<file path="src/rtl/rfpd_pkg.sv">
package rfpd_pkg;

  // Longest accepted payload length (decoded byte 0); shortest is fixed at 8
  localparam int unsigned MAX_PAYLOAD_LEN = 9;
  localparam int unsigned MIN_PAYLOAD_LEN = 8;

  // Reflected CRC-16 polynomial, zero init
  localparam logic [15:0] CRC16_GEN = 16'h8408;

  // Configuration reset values
  localparam logic [7:0] SYNC_RESET   = 8'h18;
  localparam logic [3:0] MARKER_RESET = 4'hA;
  localparam logic [7:0] JUMP_RESET   = 8'h54;

  // Offset table rows for the two descrambled payload bytes (payload index - 1)
  localparam logic [2:0] ROW_COMMAND  = 3'd3;
  localparam logic [2:0] ROW_ARGUMENT = 3'd4;

  localparam logic [7:0] OFFSET_TAB [8][4] = '{
    '{8'h45, 8'h1F, 8'h14, 8'h5C},
    '{8'h2B, 8'hC9, 8'hE3, 8'h11},
    '{8'hEE, 8'hDE, 8'h0B, 8'hAA},
    '{8'hAF, 8'h03, 8'h1D, 8'hF3},
    '{8'h1A, 8'hE2, 8'hF0, 8'hD1},
    '{8'h04, 8'hD8, 8'h71, 8'h42},
    '{8'hAF, 8'h04, 8'hDD, 8'h07},
    '{8'hE1, 8'h93, 8'hB8, 8'hE4}
  };

  typedef enum logic [2:0] {
    ST_OK         = 3'd0,
    ST_BAD_SYNC   = 3'd1,
    ST_BAD_MARKER = 3'd2,
    ST_BAD_LENGTH = 3'd3,
    ST_CRC_ERR    = 3'd4,
    ST_REPEAT_ID  = 3'd5
  } status_t;

  typedef struct packed {
    logic [7:0] sync_value;
    logic [3:0] marker_nibble;
    logic [7:0] jump_start;
  } cfg_t;

  typedef struct packed {
    logic       packet_start;
    logic [7:0] raw_byte;
  } item_t;

  typedef struct packed {
    status_t     status;
    logic [7:0]  command;
    logic [7:0]  argument;
    logic [31:0] packet_id;
  } result_t;

  function automatic logic [3:0] nib_rev(input logic [3:0] n);
    return {n[0], n[1], n[2], n[3]};
  endfunction

  // Decoded byte from the low nibble of the previous raw byte and the high nibble of this one
  function automatic logic [7:0] decode_byte(input logic [7:0] prev, input logic [7:0] raw);
    return {nib_rev(raw[7:4]), nib_rev(prev[3:0])};
  endfunction

  function automatic logic [15:0] crc_byte(input logic [15:0] crc_in, input logic [7:0] b);
    logic [15:0] c;
    c = crc_in;
    for (int k = 0; k < 8; k++) begin
      if (c[0] ^ b[k]) c = (c >> 1) ^ CRC16_GEN;
      else c = c >> 1;
    end
    return c;
  endfunction

  function automatic logic [7:0] make_xkey(input logic [7:0] k);
    logic       sh;
    logic [2:0] x;
    logic [3:0] msn;
    logic [3:0] lsn;
    sh  = (k[3:0] >= 4'd4);
    x   = k[6:4] + {2'b00, sh} + 3'd6;
    msn = (4'd4 + {1'b0, x}) ^ 4'd1;
    lsn = (k[3:0] + 4'd4) ^ 4'd2;
    return {msn, lsn};
  endfunction

  function automatic logic [7:0] descramble(input logic [7:0] b, input logic [2:0] row,
                                            input logic [7:0] k, input logic [7:0] js);
    logic [7:0] off;
    logic       jump;
    off  = OFFSET_TAB[row][k[1:0]];
    jump = (js != 8'd0) && (k >= js) && ({1'b0, k} <= ({1'b0, js} + 9'h080));
    if (jump) off = off + 8'h80;
    return (b - off) ^ make_xkey(k);
  endfunction

endpackage

</file>
<file path="src/rtl/rfpd_in_reg.sv">
module rfpd_in_reg (
  input  logic            clk,
  input  logic            rst_n,
  input  logic            in_valid,
  output logic            in_ready,
  input  rfpd_pkg::item_t in_item,
  input  logic            take,
  output logic            item_valid,
  output rfpd_pkg::item_t item
);

  logic            valid_r;
  logic            valid_nxt;
  rfpd_pkg::item_t item_r;

  // Accept when empty or when the held word leaves this cycle
  assign in_ready   = !valid_r || take;
  assign item_valid = valid_r;
  assign item       = item_r;

  always_comb begin
    valid_nxt = valid_r;
    if (in_valid && in_ready) valid_nxt = 1'b1;
    else if (take) valid_nxt = 1'b0;
  end

  always_ff @(posedge clk) begin
    if (!rst_n) begin
      valid_r <= 1'b0;
    end else begin
      valid_r <= valid_nxt;
    end
  end

  // Capture payload
  always_ff @(posedge clk) begin
    if (in_valid && in_ready) item_r <= in_item;
  end

endmodule

</file>
<file path="src/rtl/rfpd_core.sv">
module rfpd_core (
  input  logic              clk,
  input  logic              rst_n,
  input  rfpd_pkg::cfg_t    cfg,
  input  logic              item_valid,
  input  rfpd_pkg::item_t   item,
  output logic              take,
  output logic              out_valid,
  input  logic              out_ready,
  output rfpd_pkg::result_t result
);

  localparam logic [7:0] MaxLen = 8'(rfpd_pkg::MAX_PAYLOAD_LEN);
  localparam logic [7:0] MinLen = 8'(rfpd_pkg::MIN_PAYLOAD_LEN);
  localparam logic [5:0] MaxPos = 6'(rfpd_pkg::MAX_PAYLOAD_LEN + 4);

  // Control state
  logic        active_r, active_nxt;
  logic [5:0]  pos_r, pos_nxt;
  logic        out_valid_r, out_valid_nxt;
  logic [31:0] last_id_r, last_id_nxt;

  // Packet payload state
  logic [7:0]  prev_r, prev_nxt;
  logic [5:0]  len_r, len_nxt;
  logic [15:0] crc_r, crc_nxt;
  logic [7:0]  crc_lo_r, crc_lo_nxt;
  logic [7:0]  key_r, key_nxt;
  logic [31:0] id_r, id_nxt;
  logic [7:0]  cmd_r, cmd_nxt;
  logic [7:0]  arg_r, arg_nxt;
  rfpd_pkg::result_t res_r, res_nxt;

  logic              emit;
  rfpd_pkg::status_t st;
  logic [7:0]        d;
  logic [5:0]        j;
  logic [5:0]        len_eff;
  logic              go;

  assign take      = !out_valid_r || out_ready;
  assign go        = take && item_valid;
  assign out_valid = out_valid_r;
  assign result    = res_r;

  assign d       = rfpd_pkg::decode_byte(prev_r, item.raw_byte);
  assign j       = pos_r - 6'd2;
  assign len_eff = (j == 6'd0) ? d[5:0] : len_r;

  // Decode one word and update packet state
  always_comb begin
    active_nxt  = active_r;
    pos_nxt     = pos_r;
    last_id_nxt = last_id_r;
    prev_nxt    = prev_r;
    len_nxt     = len_r;
    crc_nxt     = crc_r;
    crc_lo_nxt  = crc_lo_r;
    key_nxt     = key_r;
    id_nxt      = id_r;
    cmd_nxt     = cmd_r;
    arg_nxt     = arg_r;
    emit        = 1'b0;
    st          = rfpd_pkg::ST_OK;
    res_nxt     = '{status: rfpd_pkg::ST_OK, command: 8'd0, argument: 8'd0, packet_id: 32'd0};

    if (go) begin
      if (item.packet_start) begin
        active_nxt = 1'b1;
        pos_nxt    = 6'd1;
        prev_nxt   = item.raw_byte;
        len_nxt    = 6'd0;
        crc_nxt    = 16'd0;
        crc_lo_nxt = 8'd0;
        key_nxt    = 8'd0;
        id_nxt     = 32'd0;
        cmd_nxt    = 8'd0;
        arg_nxt    = 8'd0;
        if (item.raw_byte != cfg.sync_value) begin
          emit = 1'b1;
          st   = rfpd_pkg::ST_BAD_SYNC;
        end
      end else if (active_r) begin
        prev_nxt = item.raw_byte;
        if (pos_r == 6'd1) begin
          // Marker nibble check
          if (item.raw_byte[7:4] != cfg.marker_nibble) begin
            emit = 1'b1;
            st   = rfpd_pkg::ST_BAD_MARKER;
          end else begin
            pos_nxt = 6'd2;
          end
        end else if (j == 6'd0 && (d < MinLen || d > MaxLen)) begin
          emit = 1'b1;
          st   = rfpd_pkg::ST_BAD_LENGTH;
        end else begin
          if (j == 6'd0) len_nxt = d[5:0];
          if (j <= len_eff) crc_nxt = rfpd_pkg::crc_byte(crc_r, d);

          // Collect key, id bytes and descrambled command fields
          unique case (j)
            6'd1: begin
              key_nxt       = d;
              id_nxt[31:28] = d[7:4];
            end
            6'd2: id_nxt[23:16] = d;
            6'd3: id_nxt[15:8]  = d;
            6'd5: cmd_nxt = rfpd_pkg::descramble(d, rfpd_pkg::ROW_COMMAND, key_r,
                                                 cfg.jump_start);
            6'd6: arg_nxt = rfpd_pkg::descramble(d, rfpd_pkg::ROW_ARGUMENT, key_r,
                                                 cfg.jump_start);
            6'd7: id_nxt[7:0] = d;
            default: ;
          endcase

          if (j == len_eff + 6'd1) crc_lo_nxt = d;

          // Trailing CRC high byte closes the packet
          if (j == len_eff + 6'd2) begin
            emit              = 1'b1;
            res_nxt.packet_id = id_r;
            if ({d, crc_lo_r} != crc_r) begin
              st = rfpd_pkg::ST_CRC_ERR;
            end else if (id_r == last_id_r) begin
              st = rfpd_pkg::ST_REPEAT_ID;
            end else begin
              st               = rfpd_pkg::ST_OK;
              last_id_nxt      = id_r;
              res_nxt.command  = cmd_r;
              res_nxt.argument = arg_r;
            end
          end else begin
            pos_nxt = pos_r + 6'd1;
          end
        end
      end

      if (emit) begin
        active_nxt = 1'b0;
        pos_nxt    = 6'd0;
      end
    end
    res_nxt.status = st;
  end

  // Result register handshake
  always_comb begin
    out_valid_nxt = out_valid_r;
    if (emit) out_valid_nxt = 1'b1;
    else if (out_ready) out_valid_nxt = 1'b0;
  end

  always_ff @(posedge clk) begin
    if (!rst_n) begin
      active_r    <= 1'b0;
      pos_r       <= 6'd0;
      out_valid_r <= 1'b0;
      last_id_r   <= 32'd0;
    end else begin
      active_r    <= active_nxt;
      pos_r       <= pos_nxt;
      out_valid_r <= out_valid_nxt;
      last_id_r   <= last_id_nxt;
    end
  end

  // Hold packet payload; every field but the result is rewritten at packet start
  always_ff @(posedge clk) begin
    prev_r   <= prev_nxt;
    len_r    <= len_nxt;
    crc_r    <= crc_nxt;
    crc_lo_r <= crc_lo_nxt;
    key_r    <= key_nxt;
    id_r     <= id_nxt;
    cmd_r    <= cmd_nxt;
    arg_r    <= arg_nxt;
    if (emit) res_r <= res_nxt;
  end

  a_idle_pos_zero: assert property (@(posedge clk) disable iff (!rst_n)
    !active_r |-> pos_r == 6'd0)
    else $error("position not cleared while idle");

  a_pos_bound: assert property (@(posedge clk) disable iff (!rst_n)
    active_r |-> (pos_r >= 6'd1 && pos_r <= MaxPos))
    else $error("position outside packet span");

  a_early_err_zero: assert property (@(posedge clk) disable iff (!rst_n)
    out_valid_r && (res_r.status == rfpd_pkg::ST_BAD_SYNC ||
                    res_r.status == rfpd_pkg::ST_BAD_MARKER ||
                    res_r.status == rfpd_pkg::ST_BAD_LENGTH)
    |-> (res_r.packet_id == 32'd0 && res_r.command == 8'd0 && res_r.argument == 8'd0))
    else $error("early error result carries data");

  a_ok_updates_last: assert property (@(posedge clk) disable iff (!rst_n)
    (emit && st == rfpd_pkg::ST_OK) |=> (last_id_r == res_r.packet_id))
    else $error("last reported id not updated on good packet");

  a_no_drop: assert property (@(posedge clk) disable iff (!rst_n)
    (out_valid_r && !out_ready) |-> !emit)
    else $error("result produced while result register is full");

endmodule

</file>
<file path="src/rtl/rf_remote_packet_decoder.sv">
// A word accepted into the input register is decoded out of it and loads its result, if any,
// into the result register.
// Throughput: one raw word per cycle while out_tready is high; a result left waiting stalls
// decode, the input register takes one more word, then in_tready drops.
// Reset (rst_n, synchronous, active low): no packet active, last reported id zero,
// configuration back to sync 0x18, marker 0xA, jump start 0x54.
module rf_remote_packet_decoder (
  input  logic        clk,
  input  logic        rst_n,
  // Input words
  input  logic        in_tvalid,
  output logic        in_tready,
  input  logic [7:0]  in_tdata,   // [7:0] raw_byte
  input  logic        in_tuser,   // [0] packet_start
  // Results
  output logic        out_tvalid,
  input  logic        out_tready,
  output logic [55:0] out_tdata,  // [2:0] status, [10:3] command, [18:11] argument,
                                  // [50:19] packet_id, [55:51] zero
  // Configuration writes
  input  logic        cfg_valid,
  output logic        cfg_ready,
  input  logic [1:0]  cfg_index,
  input  logic [7:0]  cfg_data
);

  typedef enum logic [1:0] {
    CFG_SYNC   = 2'd0,
    CFG_MARKER = 2'd1,
    CFG_JUMP   = 2'd2
  } cfg_idx_t;

  rfpd_pkg::cfg_t    cfg_r, cfg_nxt;
  rfpd_pkg::item_t   in_item;
  rfpd_pkg::item_t   item;
  rfpd_pkg::result_t result;
  logic              item_valid;
  logic              take;

  assign cfg_ready = 1'b1;

  // Register writes; unknown indexes are dropped
  always_comb begin
    cfg_nxt = cfg_r;
    if (cfg_valid) begin
      unique case (cfg_idx_t'(cfg_index))
        CFG_SYNC:   cfg_nxt.sync_value    = cfg_data;
        CFG_MARKER: cfg_nxt.marker_nibble = cfg_data[3:0];
        CFG_JUMP:   cfg_nxt.jump_start    = cfg_data;
        default: ;
      endcase
    end
  end

  always_ff @(posedge clk) begin
    if (!rst_n) begin
      cfg_r <= '{sync_value:    rfpd_pkg::SYNC_RESET,
                 marker_nibble: rfpd_pkg::MARKER_RESET,
                 jump_start:    rfpd_pkg::JUMP_RESET};
    end else begin
      cfg_r <= cfg_nxt;
    end
  end

  assign in_item = '{packet_start: in_tuser, raw_byte: in_tdata};

  rfpd_in_reg u_in_reg (
    .clk        (clk),
    .rst_n      (rst_n),
    .in_valid   (in_tvalid),
    .in_ready   (in_tready),
    .in_item    (in_item),
    .take       (take),
    .item_valid (item_valid),
    .item       (item)
  );

  rfpd_core u_core (
    .clk        (clk),
    .rst_n      (rst_n),
    .cfg        (cfg_r),
    .item_valid (item_valid),
    .item       (item),
    .take       (take),
    .out_valid  (out_tvalid),
    .out_ready  (out_tready),
    .result     (result)
  );

  // Pack result word, first field lowest
  assign out_tdata = {5'd0, result.packet_id, result.argument, result.command,
                      result.status};

endmodule
</file>
<file path="config.mk">
export PLATFORM = sky130hd
export DESIGN_NAME = rf_remote_packet_decoder
export DESIGN_NICKNAME = d
export VERILOG_FILES = /design/src/rtl/rfpd_pkg.sv /design/src/rtl/rfpd_in_reg.sv /design/src/rtl/rfpd_core.sv /design/src/rtl/rf_remote_packet_decoder.sv
export SDC_FILE = /design/constraint.sdc
export NUM_CORES = 1
export LEC_CHECK = 0
export BUFFER_PORTS_ARGS = -buffer_cell sky130_fd_sc_hd__clkbuf_2
export CAP_MARGIN = 15
export CORE_MARGIN = 3
export CORE_UTILIZATION = 45
export CTS_CLUSTER_DIAMETER = 120
export DETAILED_ROUTE_END_ITERATION = 8
export PLACE_DENSITY_LB_ADDON = 0.15
export REMOVE_ABC_BUFFERS = 1
export SLEW_MARGIN = 30
export SYNTH_ARGS = -nofsm -noshare
export SYNTH_HDL_FRONTEND = slang
export SYNTH_SLANG_ARGS = --single-unit
</file>
<file path="constraint.sdc">
create_clock -name clk -period 6.05 [get_ports clk]
set_clock_uncertainty 0.1 [all_clocks]
set_input_delay 0.605 -clock clk [delete_from_list [all_inputs] [get_ports clk]]
set_output_delay 0.605 -clock clk [all_outputs]
set_load 0.01 [all_outputs]
</file>
==> results of run 1 <==
## logic make-up (layout without fill, tap and decap cells)
kind of cell / after synthesis / in the layout
flip-flops: 195 / 195
XOR/XNOR: 124 / 124
AO/OA/AOI/OAI: 115 / 115
other: 2 / 10
AND/OR/NAND/NOR: 306 / 306
multiplexers: 16 / 16
adder cells (fa/ha/maj): 43 / 43
buffers and inverters: 86 / 146
## state kept, by name (all words and copies together), names as in the netlist, 6 cells and up
register          count
cfg_r                20
u_core.arg_r          8
u_core.cmd_r          8
u_core.crc_lo_r       8
u_core.crc_r         16
u_core.id_r          28
u_core.last_id_r     28
u_core.len_r          6
u_core.pos_r          6
u_core.result        47
u_in_reg.item         9
## layout by cell type (no fill, tap or decap), types with 33 or more instances in the layout
cell and count:
xor2_1 40, xnor2_1 83, dfxtp_1 57, edfxtp_1 138, inv_1 33, nand2_1 65, o21ai_0 38, nand3_1 38
and2_1 46, nor2_1 72, clkbuf_2 72, ha_1 40, a21oi_1 35
## stage by stage
stage | setup WS, ns | std cells | utilization [%] | total power, mW | instance area, µm²
6_report | 1.03 | 1230 | 51.5 | 2.86 | 10900
5_1_grt | 0.646 | 1230 | 51.5 | 2.98 | 10900
4_1_cts | 1.04 | 1229 | 51.5 | 2.89 | 10900
3_5_place_dp | 1.06 | 1197 | 48.6 | 1.75 | 10300
3_3_place_gp | 1.19 | 1197 | 48.6 | 1.75 | 10300
2_1_floorplan | 0.989 | 842 | - | 1.67 | 9510
## report_power, final
group / internal, mW / total, mW / switching [mW]
clock network: 0.563 / 1.14 / 0.574
logic: 0.0942 / 0.224 / 0.130
registers: 1.46 / 1.50 / 0.0317
total: 2.12 / 2.86 / 0.735
## worst max-delay path by stage
stage          cells past startpoint           endpoint  slack (ns)
3_5_place_dp                      11  u_core.result[15]        1.06
5_1_grt                           11  u_core.result[50]        0.65
2_1_floorplan                     10   u_core.result[0]        0.99
3_3_place_gp                      11  u_core.result[15]        1.19
4_1_cts                           11  u_core.result[32]        1.04
6_report                          11  u_core.result[50]        1.03
## metal layers
layer / vias up / share of wire [%]
met5: - / 0
met4: 0 / 1.2
met3: 19 / 4.2
li1: 3186 / -
met1: 2993 / 50
met2: 146 / 45
## area by class of cell
class / count / area share [%]
clock inverter: 15 / 1.67
sequential: 195 / 48.5
tap: 275 / 3.16
inverter: 33 / 1.14
clock buffer: 17 / 3.90
timing repair buffer: 81 / 3.96
multi-input combinational: 614 / 37.7
==> metrics.md, run 1 <==
| Metric | Value |
|---|---|
| Post-synthesis average cell area | around 11 µm² |
| Layout net count | a little over 1,000 |
| Post-synthesis instance area | 9760 µm² |
| Fin crit share | approximately 83% |
| Crit path max fanout | 49 |
| CTS Root Cell | clkbuf_16 |
| Critical Path End Type | flip-flop |
| Kind of cell with the highest combined delay on the critical path | simple AND/OR/NAND/NOR gates |
| Post-route worst hold slack | 0.233 ns |
| Number of fillers in the final layout | between 1,500 and 2,000 |
| Number of distinct library cells after synthesis | 58 |
| Post-detailed-route wirelength per cell | roughly 17 µm |
| Residual overflow from global routing | 0 |
| Layout cell share with drive strength beyond 1 | approximately an eighth |
| Sequential fraction of the synthesis area | between 50 and 60% |
| Via Count | approximately 6,300 |
| Final weighted congestion in routability-driven placement | between 0.8 and 0.9 |
| Buffer count from post-CTS setup fixing | 0 |
| Maximum capacitance violations | 0 |
| Clock tree from TritonCTS | yes |
| Final critical-path required period | 5.02 ns |
| ANT cells | 0 |
| End of the worst register-to-register path | u_core.result[50] |
| Largest area contributor in the netlist | edfxtp_1 |
| Worst slew pin tran | between 0.8 and 0.9 ns |
| Buffers on Ports | 72 |
| First-pass iteration count of the detailed router | 4 |
| Detailed Place HPWL | between 10,000 and 15,000 µm |
| Initial antenna violation count | 0 |
| End point of the worst hold path | u_in_reg.item[1] |
| DIE WIDTH | 153 µm |
| Cell depth of the worst min-delay path | 1 |
| Global-route wire length before repair | 33,300 µm |
| Ordered list of cells on the worst path | inv_1 > ha_1 > o41ai_1 > nand2_1 > a21oi_1 > ha_1 > nor4b_2 > a211oi_1 > or3_1 > nor3_4 > buf_4 |
| Post-Syn Instances | between 800 and 900 |
| Initial drt markers | 453 |
| Number of H-tree levels | 4 |
| Cts bufs inserted | 17 |
| Aggregate routed wire length | 20,500 µm |
| Storage element area | around 5300 µm² |
| Via count of the first global-routing pass | roughly 6,100 |
| Final Max Slew Viols | 0 |
| Worst path max stage delay | approximately 0.56 ns |
| Post-route DRC violation count | 0 |
| Worst IR Drop VDD | 194 µV |
| Largest net degree at the start of global routing | 73 |
| CTS Buffer Depth | 2 |
| Quantity of hold-fixing buffers added after cts | 0 |
| Combined area of the multi-input logic cells | between 4000 and 5000 µm² |
| Setup crit start kind | flip-flop |
| Share of the synthesized area in the top cell type | between 40% and 50% |
| Routing usage on met1 | a little over a quarter |
| Main synth FF type | edfxtp_1 |
| Met2 Usage GRT | between 20% and 30% |
| Die height | 153 µm |
| I/O pin total | between 80 and 90 |
| Via density | around 5.2 |
| Area contributors post-synth | edfxtp_1 (42%), dfxtp_1 (12%), xnor2_1 (7.4%) |
| Ys Warns | 0 |
| Met3 track utilization from global routing | between 3 and 4% |
| Area fraction in compound gates after synthesis | slightly above 7% |
| Multiplexer fraction of the synthesized cell area | between 1.5 and 2% |
| Total routing resource utilization after global routing | between 15 and 20% |
| Setup TNS | 0 ns |
| RSZ-0062 raised after global routing | false |
| Most repeated cell in the gate-level netlist after synthesis | edfxtp_1 |
| Commonest cells in the netlist | edfxtp_1 (138), xnor2_1 (83), nor2_1 (72) |
| Path type of the worst setup path | flip-flop to flip-flop |
| Worst-skew pair later-pin latency | about 0.44 ns |
| Number of synthesized register bits | 195 |
| Hold Crit Class | input port to flip-flop |
| Critical path buffers and inverters | 2 |
| Total core area | 21,200 µm² |
| XOR/XNOR Fraction of Synth Area | between 10% and 20% |
| Number of sinks on the clock net | about 200 |
| Highest achievable clock rate | ~200 MHz |
| Number of cells upsized or downsized after cts | 0 |
| Main combinational cell family by area after synthesis | simple AND/OR/NAND/NOR gates |
| Number of hold-slack violations in the final timing report | 0 |
| Slowest CP cell | or3_1 |
| Die Area | 23,500 µm² |
| Remaining max-slew budget at the tightest pin | about two fifths |
| Clock slew at the register clock pins of the worst setup and hold paths | approximately 0.08 ns |
| Starting density of the core | 46.1% |
| Min-delay src | in_tdata[1] |
| Post-synth ARST share | 0% |
| Residual antenna-violating net count after detailed routing | 0 |
| Launch point of the worst reg-to-reg path | u_core.pos_r[1] |
| Critical path origin | u_core.pos_r[1] |
| Worst R2R Setup Slack | about 1 ns |
| WP data arrival | between 4 and 5 ns |
| Most used cell along the critical path | ha_1 |
| EDFF count, synth | ~140 |
| Setup violations, final | 0 |
| Grt peak-use layer | met2 |
| Leakage power summed over all cells | around 4 nW |
| Area added between synthesis and finish | 11.7% |
| Fraction of the mapped netlist area in adder cells | under 10% |
| Required time reported for the critical path endpoint | about 6 ns |
| Status | finished, final reports clean |
| Power per unit of standard cell area | between 200 and 300 nW/µm² |
| Post-Synth Simple-Gate Area | 15.9% |
| Worst R2R Path Depth | 11 |
| Number of rows in the core area | between 50 and 60 |
(Power assumes the default switching activity.)
==> run 2: changes to the inputs <==
ABC_AREA = 1   (was default)
clock period = 4.3 ns   (was 6.05 ns; I/O delays follow)
==> run 2 against run 1 <==
Effect of this change:
- maximum frequency rose by 34%
- synthesized cell count increased by 16%
- cell area increased by 1.6%
- global-route usage grew 0.11 points
- sequential power rose by 41%
- wire length rose by 3.2%
- flip-flop and latch count unchanged
- critical path depth grew 10
- die area grew 0.83%
- clock-buffer cell count unchanged
- critical path type unchanged
- critical endpoint is now u_core.result[35]
- largest cell class unchanged
- highest routed layer unchanged
==> metrics.md, run 2 <==
| Metric | Value |
|---|---|
| Critical path origin | u_core.pos_r[1] |
| Number of rows in the core area | 53 (unchanged) |
| Post-synthesis instance area | 9840 µm² (+0.86%) |
| Layout net count | 1,164 (+15%) |
| Largest area contributor in the netlist | edfxtp_1 |
| Quantity of hold-fixing buffers added after cts | 0 (unchanged) |
| Buffer count from post-CTS setup fixing | 0 (unchanged) |
| Number of distinct library cells after synthesis | 45 (-22%) |
| Aggregate routed wire length | 21,200 µm (+3.2%) |
| Worst R2R Path Depth | 21 (+10) |
| Worst setup endpoint | u_core.result[35] |
| RSZ-0062 raised after global routing | false |
| Area added between synthesis and finish | 12.4% |
| Path type of the worst setup path | flip-flop to flip-flop |
| CTS Root Cell | clkbuf_16 |
| Final worst-path setup slack | 0.551 ns (-0.478 ns) |
| Ys Warns | 0 (unchanged) |
| Final Max Slew Viols | 0 (unchanged) |
| Crit path max fanout | 47 (-4.1%) |
| Setup crit start kind | flip-flop |
| Die height | 154 µm (+0.41%) |
| Number of synthesized register bits | 195 (unchanged) |
| Cts bufs inserted | 17 (unchanged) |
| Via Count | 6,810 (+7.3%) |
| Residual antenna-violating net count after detailed routing | 0 (unchanged) |
| Number of sinks on the clock net | 195 (unchanged) |
| Global-route wire length before repair | 33,800 µm (+1.3%) |
| Initial antenna violation count | 0 (unchanged) |
| Main synth FF type | edfxtp_1 |
| Launch point of the worst reg-to-reg path | u_core.pos_r[1] |
| Buffers on Ports | 72 (unchanged) |
| Maximum capacitance violations | 0 (unchanged) |
| Layout cell share with drive strength beyond 1 | 13.8% (+0.89 points) |
| Post-route DRC violation count | 0 (unchanged) |
| EDFF count, synth | 138 (unchanged) |
| Fin crit share | 87.2% (+4.2 points) |
| Post-detailed-route wirelength per cell | 15.3 µm (-8.4%) |
| Leakage power summed over all cells | 4.69 nW (+16%) |
| I/O pin total | 83 (unchanged) |
| Worst-skew pair later-pin latency | 0.45 ns (about the same) |
| Area contributors post-synth | edfxtp_1 (42%), dfxtp_1 (12%), nor2_1 (6.6%) |
| Most repeated cell in the gate-level netlist after synthesis | nor2_1 |
| Number of hold-slack violations in the final timing report | 0 (unchanged) |
| Number of fillers in the final layout | 1,990 (+3.9%) |
| Worst IR Drop VDD | 255 µV (+31%) |
| Power per unit of standard cell area | 374 nW/µm² (+43%) |
| Required time reported for the critical path endpoint | 4.32 ns (-1.70 ns) |
| Status | finished, final reports clean |
| Starting density of the core | 46.2% (+0.11 points) |
| Via count of the first global-routing pass | 6,437 (+5.1%) |
| Final critical-path required period | 3.75 ns (-1.27 ns) |
| Share of the synthesized area in the top cell type | 42.1% (-0.36 points) |
| Post-Syn Instances | 1,026 (+16%) |
| Clock slew at the register clock pins of the worst setup and hold paths | 0.08 ns (about the same) |
| Via density | 4.91 (-4.7%) |
| Number of H-tree levels | 4 (unchanged) |
| Die Area | 23,700 µm² (+0.83%) |
| Highest achievable clock rate | 267 MHz (+34%) |
| Worst slew pin tran | 0.921 ns (+0.0218 ns) |
| Number of flip-flops under the largest register name | 47 (unchanged) |
| Number of cells upsized or downsized after cts | 0 (unchanged) |
| Residual overflow from global routing | 0 (unchanged) |
| Total core area | 21,300 µm² (+0.63%) |
| Total routing resource utilization after global routing | 18.1% (+0.11 points) |
| Detailed Place HPWL | 15,200 µm (+7.3%) |
| Final weighted congestion in routability-driven placement | 0.839 (-4.7%) |
| Critical Path End Type | flip-flop |
| Hold Crit Class | input port to flip-flop |
| WP data arrival | 3.77 ns (-1.22 ns) |
| Sequential fraction of the synthesis area | 53.7% (-0.46 points) |
| Initial drt markers | 343 (-24%) |
| Clock tree from TritonCTS | yes |
| Setup violations, final | 0 (unchanged) |
| Remaining max-slew budget at the tightest pin | 38.0% (-1.9 points) |
| DIE WIDTH | 154 µm (+0.41%) |
| Post-synth ARST share | 0% (unchanged) |
| ANT cells | 0 (unchanged) |
| First-pass iteration count of the detailed router | 5 (+1) |
| Commonest cells in the netlist | nor2_1 (172), edfxtp_1 (138), inv_1 (133) |
| Pre-CTS worst setup slack | 0.588 ns (-0.468 ns) |
| End of the worst register-to-register path | u_core.result[35] |
| Worst R2R Setup Slack | 0.55 ns (-0.48 ns) |
| CTS Buffer Depth | 2 (unchanged) |
| Most common library cell in the layout ignoring fill and taps | nor2_1 |
| Largest net degree at the start of global routing | 57 (-22%) |
| Post-synthesis average cell area | 9.59 µm² (-13%) |
| Leading cell types in the layout, fill and taps excluded | nor2_1 (171), edfxtp_1 (138), inv_1 (132) |
| Setup TNS | 0 ns (unchanged) |
-- run 2: changes by cell type after synthesis, sizes merged, moves of 16 or more --
cell   before  now
a21oi      35   52
nand2      65  121
nor2       73  177
o21ai      39   75
mux2i      16    0
inv        33  139
and2       46    1
xnor2      83   44
-- run 2: layout make-up --
class	count	area, µm²	share of cell area (%)
clock buffer	17	425	3.84
timing repair buffer	81	440	3.98
sequential	195	5290	47.8
tap	275	344	3.11
clock inverter	15	184	1.66
multi-input combinational	663	3850	34.8
inverter	140	531	4.79
-- run 2: worst min-delay path by stage --
stage	from	depth (start not counted)	to
4_1_cts	in_tdata[1]	1	u_in_reg.item[1]
5_1_grt	in_tdata[2]	1	u_in_reg.item[2]
3_3_place_gp	cfg_r[8]	2	cfg_r[8]
6_report	in_tdata[1]	1	u_in_reg.item[1]
3_5_place_dp	cfg_r[8]	2	cfg_r[8]
2_1_floorplan	cfg_r[8]	2	cfg_r[8]
-- run 2: through the flow --
step	cells	util, %	hold slack, ns	instance area (µm²)	power [mW]
floorplan	998	-	0.343	9660	2.44
global placement	1354	49.1	0.360	10400	2.56
detailed placement	1354	49.1	0.375	10400	2.57
CTS	1386	51.9	0.0451	11100	4.17
global route	1386	52.0	0.0434	11100	4.29
finish	1386	52.0	0.0490	11100	4.14
-- run 2: logic make-up (layout without fill, tap and decap cells) --
group           after synthesis  in the layout  share of synthesized area [%]
fa+ha+maj                    42             42                           5.49
xor+xnor                     88             88                           7.83
flops                       195            195                           53.7
other cells                   2             10                         0.0763
simple gates                374            374                           17.3
compound gates              149            149                           8.12
buf+inv                     176            253                           7.51
-- run 2: critical path, cell delays in order (launching register included) --
cell and delay [ns]:
dfxtp_1 0.44, inv_1 0.17, ha_1 0.42, nand3_4 0.15
nor2_8 0.18, nand3_4 0.14, inv_1 0.11, nand2_1 0.05
o21ai_0 0.12, inv_1 0.11, ha_1 0.30, inv_1 0.06
nor2_1 0.08, nand2_1 0.05, nor2_1 0.10, nand2_2 0.10
nand2_1 0.07, nand2_1 0.04, nand2_1 0.09, nand3_1 0.15
inv_2 0.11, buf_12 0.25
-- run 2: routing by layer --
layer	track usage (%)	share of wire, %
met4	5.51	1.9
met2	29.5	46
met5	0	0
met3	3.72	4.7
met1	24.6	47
-- run 2: power breakdown --
part | switching [mW] | total, mW | internal (mW) | leakage, nW
registers | 0.0458 | 2.12 | 2.07 | 1.72
clock network | 0.819 | 1.61 | 0.794 | 0.298
logic | 0.264 | 0.409 | 0.145 | 2.67
total | 1.13 | 4.14 | 3.01 | 4.69
==> run 3: changes to the inputs <==
--- a/config.mk
+++ b/config.mk
@@ -18,3 +18,4 @@
 export SYNTH_ARGS = -nofsm -noshare
 export SYNTH_HDL_FRONTEND = slang
+export SYNTH_HIERARCHICAL = 1
 export SYNTH_SLANG_ARGS = --single-unit
==> constraint.sdc (replaced) <==
create_clock -name clk -period 4.3 [get_ports clk]
set_clock_uncertainty 0.1 [all_clocks]
set_input_delay 0.43 -clock clk [delete_from_list [all_inputs] [get_ports clk]]
set_output_delay 0.43 -clock clk [all_outputs]
set_load 0.05 [all_outputs]
==> run 3 against run 2 <==
Effect of this change:
- clock power barely moved
- worst setup slack lost 0.19 ns
- clock-buffer cell count unchanged
- synthesized area increased by 3.7%
- die area grew 3.6%
- non-clock buffer count rose by 8
==> metrics.md, run 3 <==
| Metric | Value |
|---|---|
| Status | finished, final reports clean |
| Setup violations, final | 0 (unchanged) |
| Initial antenna violation count | 0 (unchanged) |
| Via density | 4.92 (about the same) |
| Final Core Density | 51.9% (-0.098 points) |
| Detailed Place HPWL | 15,300 µm (+1.0%) |
| Worst slew pin tran | 0.888 ns (-0.0333 ns) |
| Layout cell share with drive strength beyond 1 | 17.0% (+3.2 points) |
| Via Count | 7,073 (+3.9%) |
| Setup TNS | 0 ns (unchanged) |
| Kind of cell with the highest combined delay on the critical path | simple AND/OR/NAND/NOR gates |
| Slowest CP cell | dfxtp_1 |
| CTS Buffer Depth | 2 (unchanged) |
| Sequential fraction of the synthesis area | 51.8% (-1.9 points) |
| Fin crit share | 91.7% (+4.5 points) |
| Ys Warns | 6 (+6) |
| Global-route wire length before repair | 34,900 µm (+3.3%) |
| Multiplexer fraction of the synthesized cell area | 0% (unchanged) |
| Commonest cells in the netlist | inv_1 (172), edfxtp_1 (138), nand2_1 (132) |
| ANT cells | 0 (unchanged) |
| Area contributors post-synth | edfxtp_1 (41%), dfxtp_1 (11%), inv_1 (6.3%) |
| Worst-skew pair later-pin latency | 0.44 ns (about the same) |
| Post-Syn Instances | 1,076 (+4.9%) |
| Worst IR Drop VDD | 239 µV (-6.2%) |
| Buffers on Ports | 72 (unchanged) |
| Path type of the worst setup path | flip-flop to flip-flop |
| Number of distinct library cells after synthesis | 46 (+2.2%) |
| Cts bufs inserted | 17 (unchanged) |
| Maximum capacitance violations | 0 (unchanged) |
| Post-synthesis average cell area | 9.49 µm² (-1.1%) |
| Die height | 157 µm (+1.8%) |
| Post-synth ARST share | 0% (unchanged) |
| Finished Layout Cells | 1,439 (+3.8%) |
| Starting density of the core | 46.4% (+0.12 points) |
| Leading cell types in the layout, fill and taps excluded | inv_1 (171), edfxtp_1 (138), nand2_1 (132) |
| Share of the synthesized area in the top cell type | 40.6% (-1.5 points) |
| Number of synthesized register bits | 195 (unchanged) |
| CTS Root Cell | clkbuf_16 |
| XOR/XNOR Fraction of Synth Area | 7.55% (-0.28 points) |
| Post-route worst hold slack | 0.0663 ns (+0.0173 ns) |
| Post-Synth Simple-Gate Area | 17.1% (-0.21 points) |
| Critical Path End Type | flip-flop |
| Post-route DRC violation count | 0 (unchanged) |
| Number of flip-flops under the largest register name | 47 (unchanged) |
| Via count of the first global-routing pass | 6,601 (+2.5%) |
| Final weighted congestion in routability-driven placement | 0.870 (+3.7%) |
| Ordered list of cells on the worst path | inv_1 > ha_2 > nand3_2 > nor2_4 > nand3_4 > inv_2 > o21ai_0 > ha_1 > inv_1 > nor2_1 > nand3_2 > o21ai_0 > nand2_1 > nand2_1 > nand3_1 > clkinv_4 > buf_16 |
| Placement Cell Area | 10,800 µm² (+3.2%) |
| Main combinational cell family by area after synthesis | simple AND/OR/NAND/NOR gates |
| Residual overflow from global routing | 0 (unchanged) |
| Leakage power summed over all cells | 4.83 nW (+3.1%) |
| EDFF count, synth | 138 (unchanged) |
| DIE WIDTH | 157 µm (+1.8%) |
| Power per unit of standard cell area | 363 nW/µm² (-3.0%) |
| WP data arrival | 3.97 ns (+0.20 ns) |
| Most common library cell in the layout ignoring fill and taps | inv_1 |
| Number of cells in the design after placement | 1,404 (+3.7%) |
| Total routing resource utilization after global routing | 18.3% (+0.15 points) |
| Number of hold-slack violations in the final timing report | 0 (unchanged) |
| First-pass iteration count of the detailed router | 5 (unchanged) |
| Setup crit start kind | flip-flop |
| Number of rows in the core area | 54 (+1.9%) |
| Residual antenna-violating net count after detailed routing | 0 (unchanged) |
| Area added between synthesis and finish | 11.9% |
| Most repeated cell in the gate-level netlist after synthesis | inv_1 |
| Crit path max fanout | 38 (-19%) |
| Aggregate routed wire length | 21,800 µm (+2.9%) |
| Initial drt markers | 477 (+39%) |
| Total core area | 22,000 µm² (+3.5%) |
| Required time reported for the critical path endpoint | 4.33 ns (about the same) |
| Main synth FF type | edfxtp_1 |
| Highest achievable clock rate | 254 MHz (-4.9%) |
| Largest area contributor in the netlist | edfxtp_1 |
| Post-synthesis instance area | 10,200 µm² (+3.7%) |
| Clock tree from TritonCTS | yes |
| Clock slew at the register clock pins of the worst setup and hold paths | 0.08 ns (about the same) |
| Layout net count | 1,212 (+4.1%) |
| I/O pin total | 83 (unchanged) |
| Post-detailed-route wirelength per cell | 15.1 µm (-0.87%) |
| Remaining max-slew budget at the tightest pin | 40.8% (+2.9 points) |
| Post-route cell area | 11,400 µm² (+3.3%) |
| Largest net degree at the start of global routing | 73 (+28%) |
| Number of H-tree levels | 4 (unchanged) |
| Critical path buffers and inverters | 5 (-1) |
| Area fraction in compound gates after synthesis | 8.76% (+0.64 points) |
| Final critical-path required period | 3.94 ns (+0.194 ns) |
| Hold Crit Class | input port to flip-flop |
| Die Area | 24,500 µm² (+3.6%) |
| Worst path max stage delay | 0.45 ns (about the same) |
| Number of sinks on the clock net | 195 (unchanged) |
| Final Max Slew Viols | 0 (unchanged) |
| Fraction of the mapped netlist area in adder cells | 5.29% (-0.20 points) |
[run 3: cell count changes in the layout (fill, tap and decap cells not counted), sizes merged, moves of 7 or more]
cell	delta
nor2	-51
inv	+41
a21oi	+29
buf	+7
nand4	+22
nand2	+27
o21ai	-19
[run 3: layout make-up]
| cell class | count | area [µm²] |
|---|---|---|
| inverters | 179 | 677 |
| clock buffers | 17 | 425 |
| repair buffers | 89 | 520 |
| fillers | 2036 | 10600 |
| multi-input cells | 664 | 3990 |
| well taps | 280 | 350 |
| clock inverters | 15 | 178 |
| flip-flops and latches | 195 | 5290 |
[run 3: power by group]
group	internal (mW)	leakage (nW)	switching [mW]	total, mW
clock	0.794	0.296	0.810	1.60
combinational	0.138	2.80	0.305	0.443
sequential	2.06	1.74	0.0394	2.10
[run 3: timing repair]
item | CTS | global route
buffers inserted | 0 | 3
endpoints found under the setup margin | 0 | 38
hold buffers | 0 | 0
resized for setup | 0 | 5
[run 3: per-layer routing]
| layer | vias to the layer above | wire length [µm] | GRT usage, % | share of wire (%) |
|---|---|---|---|---|
| li1 | 3645 | - | - | - |
| met3 | 25 | 1000 | 3.01 | 4.6 |
| met1 | 3222 | 10500 | 25.6 | 48 |
| met5 | - | 0 | 0 | 0 |
| met2 | 181 | 9930 | 29.0 | 46 |
| met4 | 0 | 371 | 6.09 | 1.7 |
[run 3: logic make-up after synthesis]
group                      count (synthesis)
and+or+nand+nor                          373
DFF                                      195
buffers and inverters                    224
adders and majority gates                 42
other                                      3
xor gates and xnor gates                  88
AOI/OAI and AO/OA                        151
[run 3: stage by stage]
stage                     worst slack, ns  power, mW
after global routing              -0.0130       4.34
after CTS                           0.201       4.19
after floorplan                     0.222       2.46
final                               0.357       4.15
after global placement              0.352       2.58
after detailed placement            0.219       2.58
[run 3: path summary, 6_finish.rpt]
check | start | endpoint | slack (ns) | cells after the start
worst max-delay path | u_core/pos_r[1] | u_core/result[40] | 0.36 | 17
worst min-delay path | in_tdata[5] | u_in_reg/item[5] | 0.07 | 1
worst max register to register | u_core/pos_r[1] | u_core/result[40] | 0.36 | 17
worst min register to register | u_core/last_id_r[1] | u_core/last_id_r[1] | 0.36 | 2
